<file path="src/hw/rtl/srd_pkg.sv">
// shared types and constants for the sound region detector
// no dependencies

package srd_pkg;

  localparam int IndexBits  = 24;
  localparam int SampleBits = 16;
  localparam int ThreshBits = 16;
  localparam int CfgIdxBits = 2;
  localparam int CfgBits    = 24;
  localparam int QueueDepth = 4;
  localparam int QueuePtrW  = $clog2(QueueDepth);

  typedef logic [IndexBits-1:0]  idx_t;
  typedef logic [ThreshBits-1:0] thresh_t;
  typedef logic [CfgIdxBits-1:0] cfg_idx_t;

  localparam cfg_idx_t CfgNoiseThreshold = cfg_idx_t'(0);
  localparam cfg_idx_t CfgMergeGap       = cfg_idx_t'(1);

  localparam thresh_t NoiseThresholdRst = thresh_t'(400);
  localparam idx_t    MergeGapRst       = idx_t'(10000);

  typedef struct packed {
    idx_t start;
    idx_t stop;
    logic valid;
    logic eos;
  } result_t;

endpackage

</file>
<file path="src/hw/rtl/sound_region_detector_top.sv">
// sound region detector top level: threshold detection, region grouping, result queue
// depends on srd_pkg

// One audio sample is taken per cycle and processed in the cycle it is accepted;
// the result requests it causes, at most two, are written into a four-entry result
// queue that drives the output channel. The input is ready while the queue has
// at least two free entries, so with a consumer that takes one result per cycle
// the block sustains one sample per cycle; the queue depth sets how many cycles
// of output stall are absorbed before the input stalls. Configuration writes are
// always accepted.
module sound_region_detector_top import srd_pkg::*; (
  input  logic                  clk_i,
  input  logic                  rst_ni,
  input  logic                  in_valid_i,
  output logic                  in_ready_o,
  input  logic [SampleBits-1:0] sample_i,
  input  logic                  last_sample_i,
  output logic                  out_valid_o,
  input  logic                  out_ready_i,
  output logic [IndexBits-1:0]  group_start_o,
  output logic [IndexBits-1:0]  group_end_o,
  output logic                  group_valid_o,
  output logic                  end_of_stream_o,
  input  logic                  cfg_valid_i,
  output logic                  cfg_ready_o,
  input  logic [CfgIdxBits-1:0] cfg_index_i,
  input  logic [CfgBits-1:0]    cfg_data_i
);

  thresh_t thresh_q;
  idx_t    gap_q;

  idx_t    sample_index_q, sample_index_d;
  logic    in_sound_q, in_sound_d;
  idx_t    raw_start_q, raw_start_d;
  idx_t    prev_end_q, prev_end_d;
  idx_t    grp_start_q, grp_start_d;
  logic    any_seen_q, any_seen_d;

  result_t                queue_q [QueueDepth];
  logic [QueuePtrW-1:0]   wr_ptr_q, rd_ptr_q;
  logic [QueuePtrW:0]     count_q;

  logic                   accept, pop;
  logic [SampleBits:0]    mag;
  logic                   loud, starts, close_quiet, close_last, do_close, split;
  idx_t                   close_end, close_start;
  logic [IndexBits:0]     gap_limit;
  logic                   any_after;
  idx_t                   grp_after;
  result_t                r_split, r_final, r_first;
  logic [1:0]             push_cnt;

  assign cfg_ready_o = 1'b1;

  // configuration
  always_ff @(posedge clk_i or negedge rst_ni) begin
    if (!rst_ni) begin
      thresh_q <= NoiseThresholdRst;
      gap_q    <= MergeGapRst;
    end else if (cfg_valid_i) begin
      case (cfg_index_i)
        CfgNoiseThreshold: thresh_q <= cfg_data_i[ThreshBits-1:0];
        CfgMergeGap:       gap_q    <= cfg_data_i[IndexBits-1:0];
        default: ;
      endcase
    end
  end

  assign in_ready_o = (count_q <= (QueuePtrW+1)'(QueueDepth - 2));
  assign accept     = in_valid_i && in_ready_o;
  assign out_valid_o = (count_q != '0);
  assign pop        = out_valid_o && out_ready_i;

  // sample magnitude, most negative sample gives 32768
  always_comb begin
    if (sample_i[SampleBits-1]) begin
      mag = (SampleBits+1)'(0) - {1'b1, sample_i};
    end else begin
      mag = {1'b0, sample_i};
    end
  end

  assign loud        = mag > {1'b0, thresh_q};
  assign starts      = loud && !in_sound_q;
  assign close_quiet = !loud && in_sound_q;
  assign close_last  = last_sample_i && loud;
  assign do_close    = close_quiet || close_last;
  assign close_end   = close_quiet ? sample_index_q - idx_t'(1) : sample_index_q;
  assign close_start = starts ? sample_index_q : raw_start_q;
  assign gap_limit   = {1'b0, prev_end_q} + {1'b0, gap_q};
  assign split       = do_close && any_seen_q && ({1'b0, close_end} > gap_limit);
  assign any_after   = any_seen_q || do_close;

  always_comb begin
    grp_after = grp_start_q;
    if (do_close && (!any_seen_q || split)) begin
      grp_after = close_start;
    end
  end

  always_comb begin
    r_split = '{start: grp_start_q, stop: prev_end_q, valid: 1'b1, eos: 1'b0};
    if (any_after) begin
      r_final = '{start: grp_after, stop: do_close ? close_end : prev_end_q,
                  valid: 1'b1, eos: 1'b1};
    end else begin
      r_final = '{start: '0, stop: '0, valid: 1'b0, eos: 1'b1};
    end
    r_first  = split ? r_split : r_final;
    push_cnt = accept ? ({1'b0, split} + {1'b0, last_sample_i}) : 2'd0;
  end

  always_comb begin
    sample_index_d = sample_index_q;
    in_sound_d     = in_sound_q;
    raw_start_d    = raw_start_q;
    prev_end_d     = prev_end_q;
    grp_start_d    = grp_start_q;
    any_seen_d     = any_seen_q;
    if (accept) begin
      if (last_sample_i) begin
        sample_index_d = '0;
        in_sound_d     = 1'b0;
        raw_start_d    = '0;
        prev_end_d     = '0;
        grp_start_d    = '0;
        any_seen_d     = 1'b0;
      end else begin
        sample_index_d = sample_index_q + idx_t'(1);
        in_sound_d     = loud;
        raw_start_d    = close_start;
        grp_start_d    = grp_after;
        any_seen_d     = any_after;
        if (do_close) begin
          prev_end_d = close_end;
        end
      end
    end
  end

  always_ff @(posedge clk_i or negedge rst_ni) begin
    if (!rst_ni) begin
      sample_index_q <= '0;
      in_sound_q     <= 1'b0;
      raw_start_q    <= '0;
      prev_end_q     <= '0;
      grp_start_q    <= '0;
      any_seen_q     <= 1'b0;
    end else begin
      sample_index_q <= sample_index_d;
      in_sound_q     <= in_sound_d;
      raw_start_q    <= raw_start_d;
      prev_end_q     <= prev_end_d;
      grp_start_q    <= grp_start_d;
      any_seen_q     <= any_seen_d;
    end
  end

  // result queue
  always_ff @(posedge clk_i) begin
    if (push_cnt != 2'd0) begin
      queue_q[wr_ptr_q] <= r_first;
    end
    if (push_cnt == 2'd2) begin
      queue_q[wr_ptr_q + QueuePtrW'(1)] <= r_final;
    end
  end

  always_ff @(posedge clk_i or negedge rst_ni) begin
    if (!rst_ni) begin
      wr_ptr_q <= '0;
      rd_ptr_q <= '0;
      count_q  <= '0;
    end else begin
      wr_ptr_q <= wr_ptr_q + QueuePtrW'(push_cnt);
      if (pop) begin
        rd_ptr_q <= rd_ptr_q + QueuePtrW'(1);
      end
      count_q <= count_q + (QueuePtrW+1)'(push_cnt) - (QueuePtrW+1)'(pop);
    end
  end

  assign group_start_o   = queue_q[rd_ptr_q].start;
  assign group_end_o     = queue_q[rd_ptr_q].stop;
  assign group_valid_o   = queue_q[rd_ptr_q].valid;
  assign end_of_stream_o = queue_q[rd_ptr_q].eos;

endmodule

</file>
<file path="config.mk">
export PLATFORM = sky130hd
export DESIGN_NAME = sound_region_detector_top
export DESIGN_NICKNAME = d
export VERILOG_FILES = /design/src/hw/rtl/srd_pkg.sv /design/src/hw/rtl/sound_region_detector_top.sv
export SDC_FILE = /design/constraint.sdc
export NUM_CORES = 1
export LEC_CHECK = 0
export BUFFER_PORTS_ARGS = -buffer_cell sky130_fd_sc_hd__buf_2
export CAP_MARGIN = 20
export CORE_ASPECT_RATIO = 0.75
export CORE_MARGIN = 4
export CORE_UTILIZATION = 60
export CTS_CLUSTER_DIAMETER = 40
export DETAILED_ROUTE_END_ITERATION = 10
export PLACE_DENSITY_LB_ADDON = 0.08
export SLEW_MARGIN = 20
export SYNTH_ARGS = -nofsm -noshare
export SYNTH_HDL_FRONTEND = slang
export SYNTH_SLANG_ARGS = --single-unit
</file>
<file path="constraint.sdc">
create_clock -name clk_i -period 8.5 [get_ports clk_i]
set_clock_uncertainty 0.05 [all_clocks]
set_input_delay 1.7 -clock clk_i [delete_from_list [all_inputs] [get_ports clk_i]]
set_output_delay 1.7 -clock clk_i [all_outputs]
set_load 0.02 [all_outputs]
</file>
* Word level (Yosys, flattened, before mapping)
Memory sizes are Yosys's and may differ from the RTL's.
Cells that the tools add are included.
** Cells by class
- Equality and inequality tests :: 2
- $lt $le $gt $ge :: 3
- Reductions and logical operators :: 19
- Add/subtract/negate cells :: 10
- Mux-type cells :: 18
** Operators by type and width (number)
- 24-bit 2-to-1 mux :: 8
- 50-bit 2-to-1 mux :: 2
- 24-bit by 24-bit adder with 25-bit output :: 1
- 24-bit by 25-bit greater-than comparator with 1-bit output :: 1
- 24-bit by 1-bit adder with 24-bit output, second input constant :: 1
- 24-bit by 1-bit subtractor with 24-bit output, second input constant :: 1
- 17-bit by 16-bit greater-than comparator with 1-bit output :: 1
- 17-bit 2-to-1 mux :: 1
- 1-bit by 17-bit subtractor with 17-bit output, first input constant :: 1
- 1-bit logical AND :: 8
- 1-bit 2-to-1 mux :: 6
- 2-bit by 1-bit adder with 2-bit output, second input constant :: 2
- 2-bit AND reduction :: 2
- 3-bit by 2-bit adder with 3-bit output :: 1
- 3-bit by 2-bit less-or-equal comparator with 1-bit output, second input constant :: 1
- 1-bit zero test :: 3
- 1-bit logical OR :: 3
- 3-bit nonzero test :: 1
- 3-bit by 1-bit subtractor with 3-bit output :: 1
- 1-bit by 1-bit adder with 2-bit output :: 1
- 2-bit adder :: 1
- 2-bit by 1-bit equality test with 1-bit output, second input constant :: 1
- 2-bit equality test, second input constant :: 1
- 2-bit zero test :: 1
- other kinds (2) :: 2
** Storage, ports and cells
- Register bits after elaboration :: 145
- Input port bits :: 48
- Memories kept :: 1
- Logic and storage cells :: 64
- Output and inout bits :: 53
- Bits in writable memories :: 200
** Memories
- queue_q :: depth 4, width 50, read ports 1, clocked after Yosys merged registers in 0, write ports 2, line sound_region_detector_top.sv:40 : result_t queue_q [QueueDepth];

* Depth between registers and ports, before layout
- Depth after elaboration :: 13
- Gate-level depth with buffers :: 35
- Gate-level depth less buffers :: 32

* Least setup slack after synthesis
Ideal clock, no wire load.
- Path type :: input to register
- Start point :: input port sample_i[5]
- End point :: memory queue_q[1][10] (netlist bit) (enable)
- Path buffers :: 2
- Stages on the path :: 28
- Setup slack :: -0.444 ns
- Setup time :: 0.404 ns
- Arrival :: 8.490 ns
- Required time :: 8.046 ns
- Path through :: nor4_1 nand2b_1 nor2_1 nand3_1 o41ai_1 xnor2_1 ha_1 and4_1 nand4_1 o32ai_2 a21oi_1 and2_1 clkbuf_1 or4_1 xor2_1 inv_1 ha_1 a21oi_1 nor2_1 a211o_1 a221oi_1 a2111o_1 buf_6 inv_6 ha_1 nor4_1 nor2_1 inv_1
** RTL lines
- from (decl) :: line sound_region_detector_top.sv:16 : input logic [SampleBits-1:0] sample_i,
- to (decl) :: line sound_region_detector_top.sv:40

==> run_results.csv <==
group,metric,value,unit
logic_synthesis,synth_edf_count,196,
global_routing,grt_use_met2,47.7,%
drt,dr.pass1.iters,7,
layout,final_cell_mix,"266 x nand2_1, 196 x edfxtp_1, 135 x dfrtp_1",
flow_run,drv_cap,0,
sta,worstMarginPinSlew,1.08,ns
global_routing,use_met3,7.10,%
global_routing,antenna_found_initial,0,
clock_tree,cts_tree,"yes",
layout,area_growth,14.1,%
logic_synthesis,yosysSeqAreaShare,47.8,%
clock_tree,numCtsBuffers,44,
layout,post_route_cells_drive_above_1_share,20.9,%
logic_synthesis,synth_nets,1991,
layout,antennaDiodeCount,0,
global_routing,grt_pass1_wl,91900,um
layout,nets,2094,
critical_path,setup.worst_path.class,"primary input to register",
global_routing,grt.met1_usage,48.2,%
critical_path,crit_path_start_kind,"primary input",
sta,timing.final.crit_share,96.3,%
power_and_ir_drop,p_int,4.35,mW
drt,drt_iter0_drc,1913,
floorplan,die_x,219,um
logic_synthesis,synth_cell_type_count,90,
sta,final_hold_viol_count,0,
floorplan,io_pins,101,
critical_path,cp_data_arrival_time,8.56,ns
power_and_ir_drop,powerDensity,322,nW/um^2
clock_tree,clk_pin_slew,0.06,ns
power_and_ir_drop,ir_drop,0.350,mV
sta,postLayoutSetupSlackWorst,0.312,ns
clock_tree,cts_max_path_buffers,3,
critical_path,required,8.87,ns
global_routing,track_usage,32.1,%
logic_synthesis,ys.flop_type,"edfxtp_1",
drt,drc_errors,0,
critical_path,end_kind,"register",
logic_synthesis,synth_warnings,0,
logic_synthesis,synthTopCellsByArea,"edfxtp_1 29%, dfrtp_1 17%, mux4_2 5.6%",
critical_path,critPathMaxFanout,19,
placed_design,dpl.hpwl,39300,um
logic_synthesis,synth_top_area_share,29.3,%
power_and_ir_drop,seq_power_share,31.7,%
drt,vias,16200,
logic_synthesis,syn_inst,1869,
critical_path,crit_top_cell,"nor2_1",
critical_path,cpMaxStageDelayCell,"o21ai_4",
floorplan,core-area,32700,um^2
logic_synthesis,yosysTopAreaCell,"edfxtp_1",
power_and_ir_drop,power.leakage,8.82,nW
power_and_ir_drop,swShare,41.0,%
floorplan,die_h,166,um
logic_synthesis,avgSynthCellArea,10.7,um^2
global_routing,globalRoute.busiestLayer,"met1",
placed_design,gp_congestion,0.960,
logic_synthesis,ys_ff_latch,345,
clock_tree,cts-htree-levels,2,
power_and_ir_drop,clockPowerShare,25.6,%
drt,drt_wl_total,59100,um
clock_tree,cts_sinks,345,
hold_path,min-delay-path-class,"register to register",
drt,drtAntennaViolNets,0,
logic_synthesis,async_flop_share,42.0,%
placed_design,portBuffers,99,
sta,fin_crit,8.19,ns
floorplan,start_util,61.5,%
sta,relSlewSlack,26.9,%
drt,via_per_inst,6.62,
sta,finalSetupViolations,0,
global_routing,grt_pass1_vias,16000,
clock_tree,clk-insertion-delay-late,0.55,ns
status,status,"complete, no violations",
layout,fin_util,70.1,%
clock_tree,clockRootBuffer,"clkbuf_16",
floorplan,die-area,36500,um^2
global_routing,grt_max_degree,82,
floorplan,rows,57,
drt,wire_per_inst,24.1,um
layout,layout_commonest_cell,"nand2_1",
global_routing,grt_overflow,0,
power_and_ir_drop,power.switching,3.03,mW
sta,fmax,122,MHz
logic_synthesis,syn_area,20100,um^2
critical_path,max_stage_delay,0.64,ns
clock_tree,cts_setup_buffers,0,
placed_design,dp_slack,-0.117,ns
sta,slew_viol_final,0,
power_and_ir_drop,combPwrFrac,42.7,%
==> metal layers <==
layer | part of all wire (%) | vias to the layer above
met2 | 44 | 906
met5 | 0 | -
met1 | 43 | 7950
met3 | 11 | 126
met4 | 2.3 | 0
li1 | - | 7231
==> layout make-up <==
class                      instances  area (um^2)
clock buffer                      62         1240
clock inverter                    19          235
sequential                       345         9610
tap                              442          553
multi-input combinational       1346         9740
timing repair buffer             185         1330
fill                            2441         9750
inverter                          50          208
==> Yosys cell counts (13+ instances only) <==
cell type / n
mux4_2: 50
a22o_1: 59
xor2_1: 34
nor3_1: 25
mux2_2: 50
inv_1: 48
mux2i_1: 27
buf_2: 20
nand4_1: 13
and3_1: 13
nor2_1: 74
o21ai_0: 133
buf_4: 14
o21ai_1: 74
dfrtp_1: 137
nand3_1: 29
nand2_1: 267
a21oi_1: 73
clkbuf_1: 75
edfxtp_1: 196
o22ai_1: 35
ha_1: 72
a22oi_1: 69
a221o_1: 17
xnor2_1: 45
a21o_1: 13
==> cell families (layout without fill, tap and decap cells) <==
group	Yosys count	in the layout	share of synthesized area, %
adder cells (fa/ha/maj)	74	74	4.68
buffers and inverters	178	316	4.10
other	1	1	0.0187
flip-flops	345	345	47.8
XOR/XNOR	80	80	3.53
AO/OA/AOI/OAI	547	547	17.9
multiplexers	128	128	9.83
AND/OR/NAND/NOR	516	516	12.1
==> critical path, delay by kind of cell <==
family / cells / cell delay, ns
fa+ha+maj: 3 / 0.94
simple gates: 11 / 2.03
xor+xnor: 2 / 0.36
buf+inv: 5 / 0.62
compound gates: 10 / 2.90
==> through the flow <==
step / instances / hold slack [ns] / area, um^2 / power [mW] / TNS (ns)
after CTS: 2449 / 0.421 / 22900 / 7.32 / 0
after floorplan: 1869 / 0.385 / 20100 / 4.44 / -0.201
after global placement: 2368 / 0.402 / 21400 / 5.33 / 0
after detailed placement: 2368 / 0.408 / 21400 / 5.42 / -1.61
after global routing: 2449 / 0.461 / 22900 / 7.75 / -0.0130
final: 2449 / 0.421 / 22900 / 7.38 / 0
==> power groups by stage <==
| stage | logic, mW | registers, mW | clock network [mW] |
|---|---|---|---|
| floorplan | 2.27 | 2.17 | 0 |
| global placement | 2.99 | 2.34 | 0 |
| detailed placement | 3.07 | 2.35 | 0 |
| CTS | 3.10 | 2.32 | 1.91 |
| global route | 3.41 | 2.36 | 1.98 |
| finish | 3.15 | 2.34 | 1.89 |
==> final timing paths <==
kind                               start        endpoint  slack (ns)  cells past startpoint
setup / recovery             sample_i[5]   queue_q[2][3]        0.31                     31
hold / removal             queue_q[2][0]   queue_q[2][0]        0.42                      2
setup reg to reg           prev_end_q[2]   queue_q[2][3]        1.58                     23
hold reg to reg            queue_q[2][0]   queue_q[2][0]        0.42                      2
max in group asynchronous         rst_ni  grp_start_q[8]        5.81                      2
min in group asynchronous         rst_ni       gap_q[20]        1.19                      1
==> state kept, by name, summed over array words and instances, names as in the netlist <==
register        count
in_sound_q          1
queue_q           200
wr_ptr_q            2
rd_ptr_q            2
sample_index_q     24
prev_end_q         24
raw_start_q        24
count_q             3
gap_q              24
grp_start_q        24
any_seen_q          1
thresh_q           16
==> what timing repair did <==
action,in CTS,in global routing
resized for setup,0,4
hold buffers,0,0
setup endpoints to repair,0,66
(Power assumes the default switching activity.)
